--- config.mk ---
export PLATFORM = sky130hd
export DESIGN_NAME = three_term_recurrence_checksum
export DESIGN_NICKNAME = d
export VERILOG_FILES = /design/src/sv/ttrc_pkg.sv /design/src/sv/ttrc_term_unit.sv /design/src/sv/three_term_recurrence_checksum.sv
export SDC_FILE = /design/constraint.sdc
export NUM_CORES = 1
export LEC_CHECK = 0
export BUFFER_PORTS_ARGS = -buffer_cell sky130_fd_sc_hd__buf_2
export CELL_PAD_IN_SITES_DETAIL_PLACEMENT = 0
export CELL_PAD_IN_SITES_GLOBAL_PLACEMENT = 2
export CORE_MARGIN = 5
export CORE_UTILIZATION = 37
export DETAILED_ROUTE_END_ITERATION = 6
export PLACE_DENSITY_LB_ADDON = 0.1
export SYNTH_ARGS = -nofsm -noshare
export SYNTH_HDL_FRONTEND = slang
export SYNTH_SLANG_ARGS = --single-unit
--- constraint.sdc ---
create_clock -name clk -period 13.5 [get_ports clk]
set_input_delay 0.675 -clock clk [delete_from_list [all_inputs] [get_ports clk]]
set_output_delay 0.675 -clock clk [all_outputs]
set_load 0.05 [all_outputs]
--- src/sv/ttrc_pkg.sv ---
// Shared types and constants for the three-term recurrence checksum.
`timescale 1ns / 1ps

package ttrc_pkg;

  // Modulus of the recurrence terms
  localparam logic [15:0] MOD_TERM     = 16'hFFFF;
  // Offset added to the first byte of a message
  localparam logic [15:0] FIRST_OFFSET = 16'd7;
  // Position multipliers for the two coefficients
  localparam logic [7:0]  ALPHA_MUL    = 8'd17;
  localparam logic [7:0]  BETA_MUL     = 8'd31;
  // 257 * 65535: lifts any negative difference above zero, same residue
  localparam logic [25:0] MOD_BIAS     = 26'd16842495;

  // One input beat
  typedef struct packed {
    logic [7:0] data_byte;
    logic       first_byte;
    logic       last_byte;
  } ttrc_beat_t;

  // Recurrence state
  typedef struct packed {
    logic [15:0] older;
    logic [15:0] newer;
    logic [7:0]  pos;
  } ttrc_state_t;

endpackage

--- src/sv/ttrc_term_unit.sv ---
// Next-state logic of the recurrence for one byte.
`timescale 1ns / 1ps

module ttrc_term_unit import ttrc_pkg::*; (
  input  ttrc_beat_t  beat,
  input  ttrc_state_t cur,
  output ttrc_state_t nxt
);

  logic [7:0]  alpha;
  logic [7:0]  beta;
  logic [8:0]  coef;
  logic [24:0] prod_a;
  logic [23:0] prod_b;
  logic        neg;
  logic [25:0] biased;
  logic [16:0] fold;
  logic [15:0] term;

  // Form the position-dependent coefficients, modulo 256
  assign alpha = 8'(cur.pos * ALPHA_MUL);
  assign beta  = 8'(cur.pos * BETA_MUL);
  assign coef  = {1'b0, beat.data_byte} + {1'b0, alpha};

  // Two independent products
  assign prod_a = {16'b0, coef} * {9'b0, cur.newer};
  assign prod_b = {16'b0, beta} * {8'b0, cur.older};

  // A negative difference d wraps to (d + 1) mod 65535; bias keeps it positive
  assign neg    = (prod_a < prod_b);
  assign biased = {1'b0, prod_a} - {2'b0, prod_b} + {25'b0, neg} + MOD_BIAS;

  // Fold modulo 65535: high part plus low part, then one correction
  assign fold = {7'b0, biased[25:16]} + {1'b0, biased[15:0]};
  assign term = (fold >= {1'b0, MOD_TERM}) ? 16'(fold - {1'b0, MOD_TERM}) : fold[15:0];

  // Restart on a first byte, otherwise shift the terms and advance
  always_comb begin
    if (beat.first_byte) begin
      nxt.older = 16'd1;
      nxt.newer = {8'b0, beat.data_byte} + FIRST_OFFSET;
      nxt.pos   = 8'd1;
    end else begin
      nxt.older = cur.newer;
      nxt.newer = term;
      nxt.pos   = cur.pos + 8'd1;
    end
  end

endmodule

--- src/sv/three_term_recurrence_checksum.sv ---
// Top level of the three-term recurrence checksum.
//
// Input channel: one message byte per beat on in_data_byte, with
// in_first_byte marking the start of a message and in_last_byte its end.
// Result channel: one out_checksum beat after each beat flagged last.
// A beat is taken at a rising edge where valid is high and stall is low.
//
// A last beat passes the input register and then the result register
// before its checksum shows on out_checksum.
// Throughput: one byte per cycle while in_stall is low, set by the
// combinational term update (two small multiplies, a subtract and a fold
// modulo 65535) between the input and state registers.
//
// When the receiver stalls, the held checksum stays on out_checksum and
// bytes keep flowing; only a further last beat waits in the input
// register, and in_stall rises while it waits.
//
// Reset (rst_n low, synchronous) empties both registers and sets the
// terms to 1 and 1 and the position to 0.
`timescale 1ns / 1ps

module three_term_recurrence_checksum import ttrc_pkg::*; (
  input  logic        clk,
  input  logic        rst_n,
  input  logic        in_valid,
  output logic        in_stall,
  input  logic [7:0]  in_data_byte,
  input  logic        in_first_byte,
  input  logic        in_last_byte,
  output logic        out_valid,
  input  logic        out_stall,
  output logic [15:0] out_checksum
);

  logic        s1_valid_r;
  logic        s1_valid_nxt;
  ttrc_beat_t  s1_beat_r;
  ttrc_state_t state_r;
  ttrc_state_t state_nxt;
  logic        out_valid_r;
  logic        out_valid_nxt;
  logic [15:0] out_checksum_r;
  logic        in_acc;
  logic        s1_adv;
  logic        emit;

  // Move the held beat on unless it must emit into a blocked result register
  assign s1_adv   = s1_valid_r &&
                    (!s1_beat_r.last_byte || !out_valid_r || !out_stall);
  assign emit     = s1_adv && s1_beat_r.last_byte;
  assign in_stall = s1_valid_r && !s1_adv;
  assign in_acc   = in_valid && !in_stall;

  assign s1_valid_nxt  = in_acc || (s1_valid_r && !s1_adv);
  assign out_valid_nxt = emit || (out_valid_r && out_stall);

  // Compute the next terms
  ttrc_term_unit u_term (
    .beat (s1_beat_r),
    .cur  (state_r),
    .nxt  (state_nxt)
  );

  // Control and recurrence state
  always_ff @(posedge clk) begin
    if (!rst_n) begin
      s1_valid_r    <= 1'b0;
      out_valid_r   <= 1'b0;
      state_r.older <= 16'd1;
      state_r.newer <= 16'd1;
      state_r.pos   <= 8'd0;
    end else begin
      s1_valid_r  <= s1_valid_nxt;
      out_valid_r <= out_valid_nxt;
      if (s1_adv) begin
        state_r <= state_nxt;
      end
    end
  end

  // Payload registers
  always_ff @(posedge clk) begin
    if (in_acc) begin
      s1_beat_r.data_byte  <= in_data_byte;
      s1_beat_r.first_byte <= in_first_byte;
      s1_beat_r.last_byte  <= in_last_byte;
    end
    if (emit) begin
      out_checksum_r <= state_nxt.newer;
    end
  end

  assign out_valid    = out_valid_r;
  assign out_checksum = out_checksum_r;

  // A last beat that moves on always lands in the result register
  a_emit_lands: assert property (@(posedge clk) disable iff (!rst_n)
    emit |=> out_valid_r)
    else $error("last beat advanced without a result");

  // The newer term stays a residue modulo 65535
  a_newer_range: assert property (@(posedge clk) disable iff (!rst_n)
    state_r.newer != MOD_TERM)
    else $error("newer term out of range");

  // Input held back only behind a blocked last beat
  a_stall_cause: assert property (@(posedge clk) disable iff (!rst_n)
    in_stall |-> (s1_beat_r.last_byte && out_valid_r && out_stall))
    else $error("input stalled without cause");

  // A continuing byte advances the position by one
  a_pos_step: assert property (@(posedge clk) disable iff (!rst_n)
    (s1_adv && !s1_beat_r.first_byte) |=> (state_r.pos == $past(state_r.pos) + 8'd1))
    else $error("position did not advance");

endmodule
## After elaboration in Yosys (flattened, before gate mapping)

Index checks and enable logic that the tools add are counted.

- Register bits: 68
- Output and inout port bits: 18
- Word-level logic and storage cells: 39

- Add/sub/neg operators: 8
- Multipliers: 4
- Order comparisons: 2
- Muxes and demuxes: 2
- Reduce and logical (&&, ||, !) cells: 14

Operator list:

| kind | number |
|---|---|
| $mux W40 | 1 |
| $add A26 B1 Y26 | 1 |
| $add A26 B25 Y26 const B | 1 |
| $sub A25 B24 Y26 | 1 |
| $lt A25 B24 Y1 | 1 |
| $mul A9 B16 Y25 | 1 |
| $mul A8 B16 Y24 | 1 |
| $add A10 B16 Y17 | 1 |
| $ge A17 B16 Y1 const B | 1 |
| $mul A8 B5 Y8 const B | 2 |
| $mux W16 | 1 |
| $sub A16 B16 Y16 const B | 1 |
| $add A8 B3 Y9 const B | 1 |
| $add A8 B8 Y9 | 1 |
| $add A8 B1 Y8 const B | 1 |
| $logic_and A1 B1 Y1 | 5 |
| $logic_not A1 Y1 | 5 |
| $logic_or A1 B1 Y1 | 4 |

## Depth between registers and ports, before layout

Gate-level depths: netlist of run 1.

- Depth after elaboration: 10
- Mapped depth: 62

## By module

A second synthesis of run 1 with hierarchy kept.

- Cell total of the unflattened synthesis: 1,765
- Area total of the unflattened synthesis: 15,262.1 um2

Modules (own cells, without submodules):

| module | times used | cells each | area an instance (um2) | seq. area each (um2) |
|---|---|---|---|---|
| ttrc_term_unit | 1 | 1,554 | 12,761.0 | 0.0 |
| three_term_recurrence_checksum | 1 | 211 | 2,501.1 | 1,621.6 |

## Worst setup path before layout of run 1

OpenSTA, ideal clock, no wires.

- Path type: reg-to-reg
- Start: register state_r[1] in the netlist's numbering
- End: register out_checksum_r[6], in the netlist out_checksum[6], data pin
- Setup time: 266 ps
- Arrival: 13,549 ps
- Data required time: 13,234 ps
- Setup slack: -314 ps
- Cell stages (with the launch flop): 60
- Buffers on the path: 2
- Clock period less this slack: 13,814 ps
- Cell sequence: dfxtp_1 > inv_1 > fa_1 > inv_1 > fa_1 > inv_1 > fa_1 > inv_1 > ha_1 > inv_1 > o21bai_1 > a21oi_1 > xnor2_1 > clkbuf_1 > nand2_1 > fa_1 > fa_1 > fa_1 > (+24 left out) > o211a_1 > o211ai_1 > o21a_1 > o21bai_1 > nand4_1 > a31oi_1 > a31oi_1 > xnor2_1 > ha_1 > or3_1 > or3_1 > and3_4 > or4_1 > buf_2 > o31a_1 > nor4b_4 > xnor2_1 > o21ai_1

RTL lines:

| item | line | RTL |
|---|---|---|
| start: declaration | three_term_recurrence_checksum.sv:38 | `ttrc_state_t state_r;` |
| start signal: assignment | three_term_recurrence_checksum.sv:76 | `state_r <= state_nxt;` |
| end signal: assignment | three_term_recurrence_checksum.sv:89 | `out_checksum_r <= state_nxt.newer;` |
| end: declaration | three_term_recurrence_checksum.sv:42 | `logic [15:0] out_checksum_r;` |

==> results.json, run 1 <==
{
  "status": "complete, but fails checks",
  "violations": "setup timing",
  "cts_tree": "built",
  "drc": 0,
  "cts.sinks": 68,
  "skew_ns": 0.01142,
  "synthTopCellsByCount": "307 x inv_1, 206 x nand2_1, 205 x fa_1",
  "critical_path_buf_inv_count": 11,
  "io_buffer_count": 31,
  "antenna_left": 0,
  "wirelength_um": 46450,
  "core_um2": 39910,
  "async_flop_share_pct": 0,
  "overflow": 0,
  "grt_max_degree": 38,
  "syn_nets": 2170,
  "placementRows": 73,
  "period_share_pct": 100.9,
  "post_dp_cell_area_um2": 17210,
  "startpoint_type": "flip-flop",
  "avgViaCountPerCell": 5.050,
  "synth-seq-area-share_pct": 10.79,
  "ys_warn_count": 0,
  "die_x_um": 211.5,
  "synth_ff_type": "dfxtp_1",
  "dp_cells": 2474,
  "first_global_vias": 13292,
  "syn_to_final_growth_pct": 21.70,
  "gp_congestion": 0.8707,
  "cp_max_fo": 9,
  "final_cells": 2512,
  "worst_pin_slew_ns": 0.9629,
  "hold_path.class": "in -> reg",
  "initial_core_util_pct": 37.64,
  "cts.clk_slew.worst_paths_ns": 0.06,
  "final_nets": 2379,
  "fin_ws_ns": -0.1169,
  "end_kind": "flip-flop",
  "drt_first_pass_iters": 5,
  "grt_pass1_wl_um": 73850,
  "layout-drive-gt1-share_pct": 19.08,
  "netlist_area_um2": 15020,
  "synth.distinct_cells": 73,
  "yosysTopAreaCell": "fa_1",
  "path_class": "reg -> reg",
  "max_freq_mhz": 73.44,
  "slew_headroom_pct": 35.80,
  "ys_ff_latch": 68,
  "synth_edf_count": 26,
  "arrival_ns": 13.69,
  "hold_viol_final": 0,
  "drt_iter0_drc": 628,
  "synth_top_cell_area_share_pct": 27.32,
  "required_ns": 13.58,
  "h-tree-depth": 3,
  "die_y_um": 211.5,
  "synth_area_per_cell_um2": 8.478,
  "r2r_setup_slack_ns": -0.12,
  "fin_area_um2": 18280,
  "ios": 32,
  "final-setup-viol-count": 12,
  "rsz0062_at_grt": "true",
  "clkLatencyLatePin_ns": 0.36,
  "grt_usage_pct": 21.07,
  "dieArea_um2": 44730,
  "maxSlewViolCount": 0,
  "cpMostUsedCell": "fa_1",
  "hpwl_um": 39040,
  "path_delay_family": "adder cells",
  "yosysMostFrequentCell": "inv_1",
  "crit_path_max_incr_delay_ns": 0.57,
  "slowest_stage": "or4_4",
  "cap_violations": 0,
  "syn_inst": 1772,
  "via_count": 12686,
  "cts_max_path_buffers": 2,
  "cts_inserted_buffers": 9,
  "pre_cts_ws_ns": -0.9285,
  "synth.area.top_cells": "fa_1 27%, ha_1 15%, inv_1 7.7%",
  "antenna_found_initial": 0,
  "avgRoutedWirePerCell_um": 18.49,
  "finalCriticalPeriod_ns": 13.62,
  "cts_root_buf": "clkbuf_16"
}
[sequential cells by signal (all words and copies together), names as in the netlist]
register and flops:
out_checksum 16, s1_beat_r 10, s1_valid_r 1, out_valid 1, state_r 40
[metrics by stage]
step	hold slack, ns	util [%]	setup TNS, ns
detailed placement	0.5294	43.11	-25.24
floorplan	0.4307	-	0
global placement	0.5016	43.11	-16.37
finish	0.4992	45.80	-0.8833
global route	0.4841	45.80	-18.10
CTS	0.4808	44.77	-0.1865
[kinds of logic (layout without fill, tap and decap cells)]
logic type                 Yosys count  in the layout  synth area share [%]
muxes                                6              6                0.3998
DFF                                 68             68                 10.79
AOI/OAI and AO/OA                  260            260                 11.79
other                                0              1                     0
and+or+nand+nor                    595            595                 20.18
xor gates and xnor gates            93             93                 5.422
adders and majority gates          384            384                 42.23
buffers and inverters              366            580                 9.186
[placed cells by master (no fill, tap or decap), drive strengths merged, types with 5 or more instances in the layout]
cell type  instances
xor2              26
o31ai             15
nand2            206
a311o              5
mux2i              6
clkbuf            10
or4                5
nand4              5
dfxtp             42
a21o              17
edfxtp            26
nor2              75
a21oi             81
and3              25
a31oi              9
buf              257
o21a              12
nor3              29
xnor2             67
nand3             32
o21ai             34
or3               13
ha               179
nor2b             28
inv              307
o211ai            11
o21bai            15
a211oi            14
and2             137
nand2b            19
fa               205
[worst reg2reg max path, delay by kind of cell (launching register included)]
| family | cells | cell delay, ns |
|---|---|---|
| AO/OA/AOI/OAI | 16 | 2.74 |
| adder cells (fa/ha/maj) | 15 | 5.60 |
| flip-flops | 1 | 0.34 |
| XOR/XNOR | 3 | 0.46 |
| buffers and inverters | 11 | 0.97 |
| AND/OR/NAND/NOR | 13 | 3.21 |
[routing by layer]
metal / wire length (um) / GRT usage [%] / vias up
li1: - / - / 6135
met1: 21250 / 28.92 / 6306
met2: 22590 / 36.04 / 207
met3: 1720 / 2.134 / 38
met4: 886 / 4.842 / 0
met5: 0 / 0 / -
[final timing paths]
path | cells past startpoint | startpoint | to
setup reg to reg | 58 | state_r[1] | out_checksum[1]
setup / recovery | 58 | state_r[1] | out_checksum[1]
hold / removal | 1 | in_last_byte | s1_beat_r[0]
hold reg to reg | 2 | out_valid | out_valid
[repair_timing]
item                                    4_1_cts  5_1_grt
gates resized for setup                      63       61
setup buffers                                10       11
hold buffers                                  0        0
pin swaps                                    68       62
endpoints found under the setup margin       32       32
hold endpoints to repair                      0        0
[final cells by class]
cell class / instances / area [um2]
tap: 525 / 656.9
multi-input combinational: 1338 / 12610
antenna: 1 / 2.502
sequential: 68 / 1630
fill: 3974 / 21630
timing repair buffer: 257 / 1919
clock buffer: 10 / 250.2
clock inverter: 6 / 61.31
inverter: 307 / 1152
Power of run 1 is left out: the tool's default activity adds up to more than one toggle a clock period on the data nets, which glitch-free logic cannot reach.
==> inputs of run 2 (changes only) <==
--- a/config.mk
+++ b/config.mk
@@ -12,6 +12,7 @@
 export CORE_UTILIZATION = 37
 export DETAILED_ROUTE_END_ITERATION = 6
 export PLACE_DENSITY_LB_ADDON = 0.1
+export SETUP_SLACK_MARGIN = 0.15
 export SYNTH_ARGS = -nofsm -noshare
 export SYNTH_HDL_FRONTEND = slang
 export SYNTH_SLANG_ARGS = --single-unit
==> results.json, run 2 (same netlist as run 1, synthesis figures left out) <==
{
  "reg2reg_depth": 58,
  "arrival_ns": 13.60,
  "io_buffer_count": 31,
  "antenna_found_initial": 1,
  "initial_core_util_pct": 37.64,
  "worst_pin_slew_ns": 0.9350,
  "largest-register": "state_r",
  "r2r_setup_slack_ns": 0.13,
  "skew_ns": 0.01443,
  "drt_first_pass_iters": 5,
  "grt_usage_pct": 20.77,
  "cts_inserted_buffers": 9,
  "largest_reg_flops": 40,
  "avgRoutedWirePerCell_um": 18.35,
  "fill_cells": 3966,
  "die_y_um": 211.5,
  "cap_violations": 0,
  "antenna_left": 0,
  "cpMostUsedCell": "fa_1",
  "clkLatencyLatePin_ns": 0.36,
  "final_cell_mix": "293 x inv_1, 209 x buf_4, 204 x nand2_1, 197 x fa_1, 167 x ha_1",
  "cts_max_path_buffers": 2,
  "period_share_pct": 99.06,
  "hold_start": "in_first_byte",
  "whs_path_depth": 1,
  "grt_pass1_wl_um": 72880,
  "cts.sinks": 68,
  "required_ns": 13.73,
  "cts_root_buf": "clkbuf_16",
  "hold_path.class": "in -> reg",
  "core_um2": 39910,
  "layout-drive-gt1-share_pct": 19.48,
  "drt_iter0_drc": 519,
  "dieArea_um2": 44730,
  "max_freq_mhz": 74.78,
  "status": "complete, no violations",
  "finalCriticalPeriod_ns": 13.37,
  "die_x_um": 211.5,
  "final-setup-viol-count": 0,
  "fin_area_um2": 18230,
  "crit_path_max_incr_delay_ns": 0.55,
  "mostFrequentLayoutCell": "inv_1",
  "slew_headroom_pct": 37.67,
  "end_kind": "flip-flop",
  "final_nets": 2375,
  "syn_to_final_growth_pct": 21.37,
  "startpoint_type": "flip-flop",
  "h-tree-depth": 3,
  "first_global_vias": 13421,
  "r2r_end": "state_r[11]",
  "grt_max_degree": 36,
  "ios": 32,
  "overflow": 0,
  "r2r-start": "state_r[2]",
  "cts_hold_buf": 0,
  "cp_max_fo": 7,
  "hold_viol_final": 0,
  "avgViaCountPerCell": 5.068,
  "num_antenna_cells": 0,
  "cts.clk_slew.worst_paths_ns": 0.06,
  "rsz0062_at_grt": "true",
  "placementRows": 73,
  "drc": 0,
  "post_dp_cell_area_um2": 17200,
  "hpwl_um": 38690,
  "path_class": "reg -> reg",
  "cts_tree": "built",
  "via_count": 12706,
  "wirelength_um": 45990,
  "maxSlewViolCount": 0,
  "hold_end": "s1_beat_r[1]",
  "slowest_stage": "fa_1",
  "gp_congestion": 0.8528
}
## run 2: routing by layer
metal	global-route usage, %	vias to the layer above	routed length [um]
li1	-	6133	-
met1	28.35	6347	21350
met2	36.13	180	22630
met3	1.408	46	1194
met4	4.998	0	822
met5	0	-	0
## run 2: how the worst max path moves through the flow
stage / slack [ns] / start / depth (start not counted) / end
after floorplan: 0.16 / state_r[1] / 58 / out_checksum[1]
after global placement: -0.43 / state_r[1] / 57 / out_checksum[5]
after detailed placement: -0.54 / state_r[1] / 57 / out_checksum[5]
after CTS: 0.03 / state_r[0] / 58 / state_r[14]
after global routing: -0.55 / state_r[2] / 62 / state_r[11]
final: 0.13 / state_r[2] / 58 / state_r[11]
## run 2: per-stage QoR
stage / setup TNS, ns / setup slack [ns] / util, % / instances / hold WS, ns
2_1_floorplan: 0 / 0.1551 / - / 1772 / 0.4307
3_3_place_gp: -10.38 / -0.4269 / 43.10 / 2465 / 0.5147
3_5_place_dp: -13.96 / -0.5432 / 43.10 / 2465 / 0.5224
4_1_cts: 0 / 0.02939 / 44.48 / 2492 / 0.4737
5_1_grt: -13.44 / -0.5461 / 45.68 / 2507 / 0.4819
6_report: 0 / 0.1270 / 45.68 / 2507 / 0.4928
## run 2: timing repair
action / 4_1_cts / 5_1_grt
gates resized for setup: 48 / 82
setup buffers: 11 / 15
pin swaps: 49 / 63
setup endpoints to repair: 32 / 32
## run 2: layout make-up
| class | instances | area, um2 | share of cell area (%) |
|---|---|---|---|
| Inverter | 307 | 1155 | 6.334 |
| Sequential cell | 68 | 1632 | 8.948 |
| Timing Repair Buffer | 253 | 1897 | 10.40 |
| Multi-Input combinational cell | 1338 | 12600 | 69.09 |
| Tap cell | 525 | 656.9 | 3.603 |
| Clock inverter | 5 | 52.55 | 0.2882 |
| Clock buffer | 11 | 242.7 | 1.331 |
## run 2: critical path, delay by kind of cell, from the launching register on
family	cells	cell delay [ns]
xor+xnor	3	0.43
simple gates	8	2.32
flops	1	0.36
compound gates	18	3.05
fa+ha+maj	15	5.64
buf+inv	14	1.40
Power of run 2 is left out for the same reason.
==> inputs of run 3 (changes only) <==
--- a/config.mk
+++ b/config.mk
@@ -5,11 +5,12 @@
 export SDC_FILE = /design/constraint.sdc
 export NUM_CORES = 1
 export LEC_CHECK = 0
+export ABC_AREA = 1
 export BUFFER_PORTS_ARGS = -buffer_cell sky130_fd_sc_hd__buf_2
 export CELL_PAD_IN_SITES_DETAIL_PLACEMENT = 0
 export CELL_PAD_IN_SITES_GLOBAL_PLACEMENT = 2
 export CORE_MARGIN = 5
-export CORE_UTILIZATION = 37
+export CORE_UTILIZATION = 35
 export DETAILED_ROUTE_END_ITERATION = 6
 export PLACE_DENSITY_LB_ADDON = 0.1
 export SETUP_SLACK_MARGIN = 0.15
==> results.json, run 3 <==
{
  "status": "complete, no violations",
  "worst_pin_slew_ns": 1.043,
  "synth_area_per_cell_um2": 7.430,
  "hold_viol_final": 0,
  "cts.clk_slew.worst_paths_ns": 0.06,
  "synth_ff_type": "dfxtp_1",
  "crit_start": "state_r[1]",
  "cpMostUsedCell": "nand2_1",
  "num_antenna_cells": 0,
  "rsz0062_at_grt": "false",
  "startpoint_type": "flip-flop",
  "max_freq_mhz": 79.05,
  "clkLatencyLatePin_ns": 0.36,
  "io_buffer_count": 31,
  "via_count": 12138,
  "placementRows": 75,
  "cts.sinks": 68,
  "cap_violations": 0,
  "dieArea_um2": 46160,
  "final_cell_mix": "457 x inv_1, 375 x nand2_1, 202 x fa_1, 171 x nor2_1, 169 x ha_1",
  "post_dp_cell_area_um2": 15730,
  "synth_edf_count": 26,
  "r2r_end": "out_checksum[3]",
  "path_class": "reg -> reg",
  "syn_nets": 2375,
  "grt_pass1_wl_um": 71660,
  "die_y_um": 214.9,
  "gp_congestion": 0.8284,
  "layout-drive-gt1-share_pct": 12.59,
  "largest-register": "state_r",
  "hold_ws_ns": 0.4857,
  "antenna_left": 0,
  "slowest_stage": "fa_1",
  "slew_headroom_pct": 30.41,
  "r2r-start": "state_r[1]",
  "largest_reg_flops": 40,
  "reg2reg_depth": 79,
  "netlist_area_um2": 14690,
  "cts_inserted_buffers": 9,
  "die_x_um": 214.9,
  "final_nets": 2435,
  "pre_cts_ws_ns": -0.07400,
  "fin_setup_tns_ns": 0,
  "syn_to_final_growth_pct": 13.62,
  "end_kind": "flip-flop",
  "overflow": 0,
  "final-setup-viol-count": 0,
  "skew_ns": 0.008476,
  "grt_max_degree": 46,
  "cts_root_buf": "clkbuf_16",
  "ios": 32,
  "core_um2": 41760,
  "cp-endpoint": "out_checksum[3]",
  "grt_usage_pct": 19.75,
  "async_flop_share_pct": 0,
  "antenna_found_initial": 0,
  "synth_top_cell_area_share_pct": 27.94,
  "h-tree-depth": 3,
  "yosysTopAreaCell": "fa_1",
  "synth.area.top_cells": "fa_1 28%, ha_1 15%, inv_1 12%",
  "drc": 0,
  "ys_ff_latch": 68,
  "mostFrequentLayoutCell": "inv_1",
  "hold_path.class": "in -> reg",
  "hpwl_um": 38260,
  "synth-seq-area-share_pct": 11.04,
  "required_ns": 13.60,
  "r2r_setup_slack_ns": 0.85,
  "fin_area_um2": 16690,
  "period_share_pct": 93.71,
  "wirelength_um": 45230,
  "fin_ws_ns": 0.8494,
  "arrival_ns": 12.75,
  "drt_first_pass_iters": 5,
  "ys_warn_count": 0,
  "yosysMostFrequentCell": "inv_1",
  "crit_path_max_incr_delay_ns": 0.58,
  "avgRoutedWirePerCell_um": 17.52,
  "cts_tree": "built",
  "cp_max_fo": 6,
  "finalCriticalPeriod_ns": 12.65,
  "initial_core_util_pct": 35.18,
  "drt_iter0_drc": 542,
  "fill_cells": 4442,
  "first_global_vias": 12601,
  "maxSlewViolCount": 0,
  "cts_max_path_buffers": 2,
  "synthTopCellsByCount": "472 x inv_1, 411 x nand2_1, 205 x fa_1",
  "syn_inst": 1977,
  "avgViaCountPerCell": 4.703,
  "synth.distinct_cells": 38
}
[run 3: area by class of cell]
| type | count | area (um2) | share of cell area, % |
|---|---|---|---|
| Multi-Input combinational cell | 1375 | 11580 | 69.36 |
| Clock inverter | 7 | 81.33 | 0.4873 |
| Sequential cell | 68 | 1627 | 9.746 |
| Timing Repair Buffer | 100 | 693.2 | 4.153 |
| Inverter | 483 | 1813 | 10.86 |
| Tap cell | 539 | 674.4 | 4.041 |
| Clock buffer | 9 | 225.2 | 1.349 |
[run 3: layer usage]
| metal | vias up | global-route usage (%) | wire length (um) |
|---|---|---|---|
| li1 | 6089 | - | - |
| met1 | 5867 | 28.70 | 22110 |
| met2 | 155 | 32.81 | 21390 |
| met3 | 27 | 1.815 | 1279 |
| met4 | 0 | 3.006 | 450 |
| met5 | - | 0 | 0 |
[run 3: how the worst min path moves through the flow]
stage / from / endpoint / slack (ns) / cells after the start
after global routing: in_last_byte / s1_beat_r[0] / 0.47 / 1
final: in_data_byte[7] / s1_beat_r[9] / 0.49 / 1
after global placement: out_valid / out_valid / 0.53 / 4
after CTS: in_last_byte / s1_beat_r[0] / 0.47 / 1
after floorplan: state_r[24] / state_r[24] / 0.53 / 2
after detailed placement: out_valid / out_valid / 0.54 / 4
[run 3: what timing repair did]
action | in CTS | in global routing
endpoints found under the setup margin | 32 | 32
pin swaps | 1 | 58
hold buffers | 0 | 0
setup buffers | 0 | 15
resized for setup | 6 | 132
cloned | 0 | 1
[run 3: cells by family after synthesis]
group / Yosys count / synth area share [%]
xor gates and xnor gates: 80 / 4.770
DFF: 68 / 11.04
buffers and inverters: 534 / 13.73
AOI/OAI and AO/OA: 179 / 6.993
and+or+nand+nor: 732 / 20.28
adders and majority gates: 384 / 43.19
[run 3: worst max-delay path, delay by kind of cell (launching register included)]
family / cells / cell delay [ns]
flops: 1 / 0.35
fa+ha+maj: 14 / 5.56
compound gates: 12 / 1.34
xor+xnor: 2 / 0.35
buf+inv: 9 / 0.57
simple gates: 42 / 4.19
[run 3: stage by stage]
stage | utilization, % | cells
2_1_floorplan | - | 1977
3_3_place_gp | 37.66 | 2549
3_5_place_dp | 37.66 | 2549
4_1_cts | 38.45 | 2565
5_1_grt | 39.97 | 2581
6_report | 39.97 | 2581
Power of run 3 is left out for the same reason.
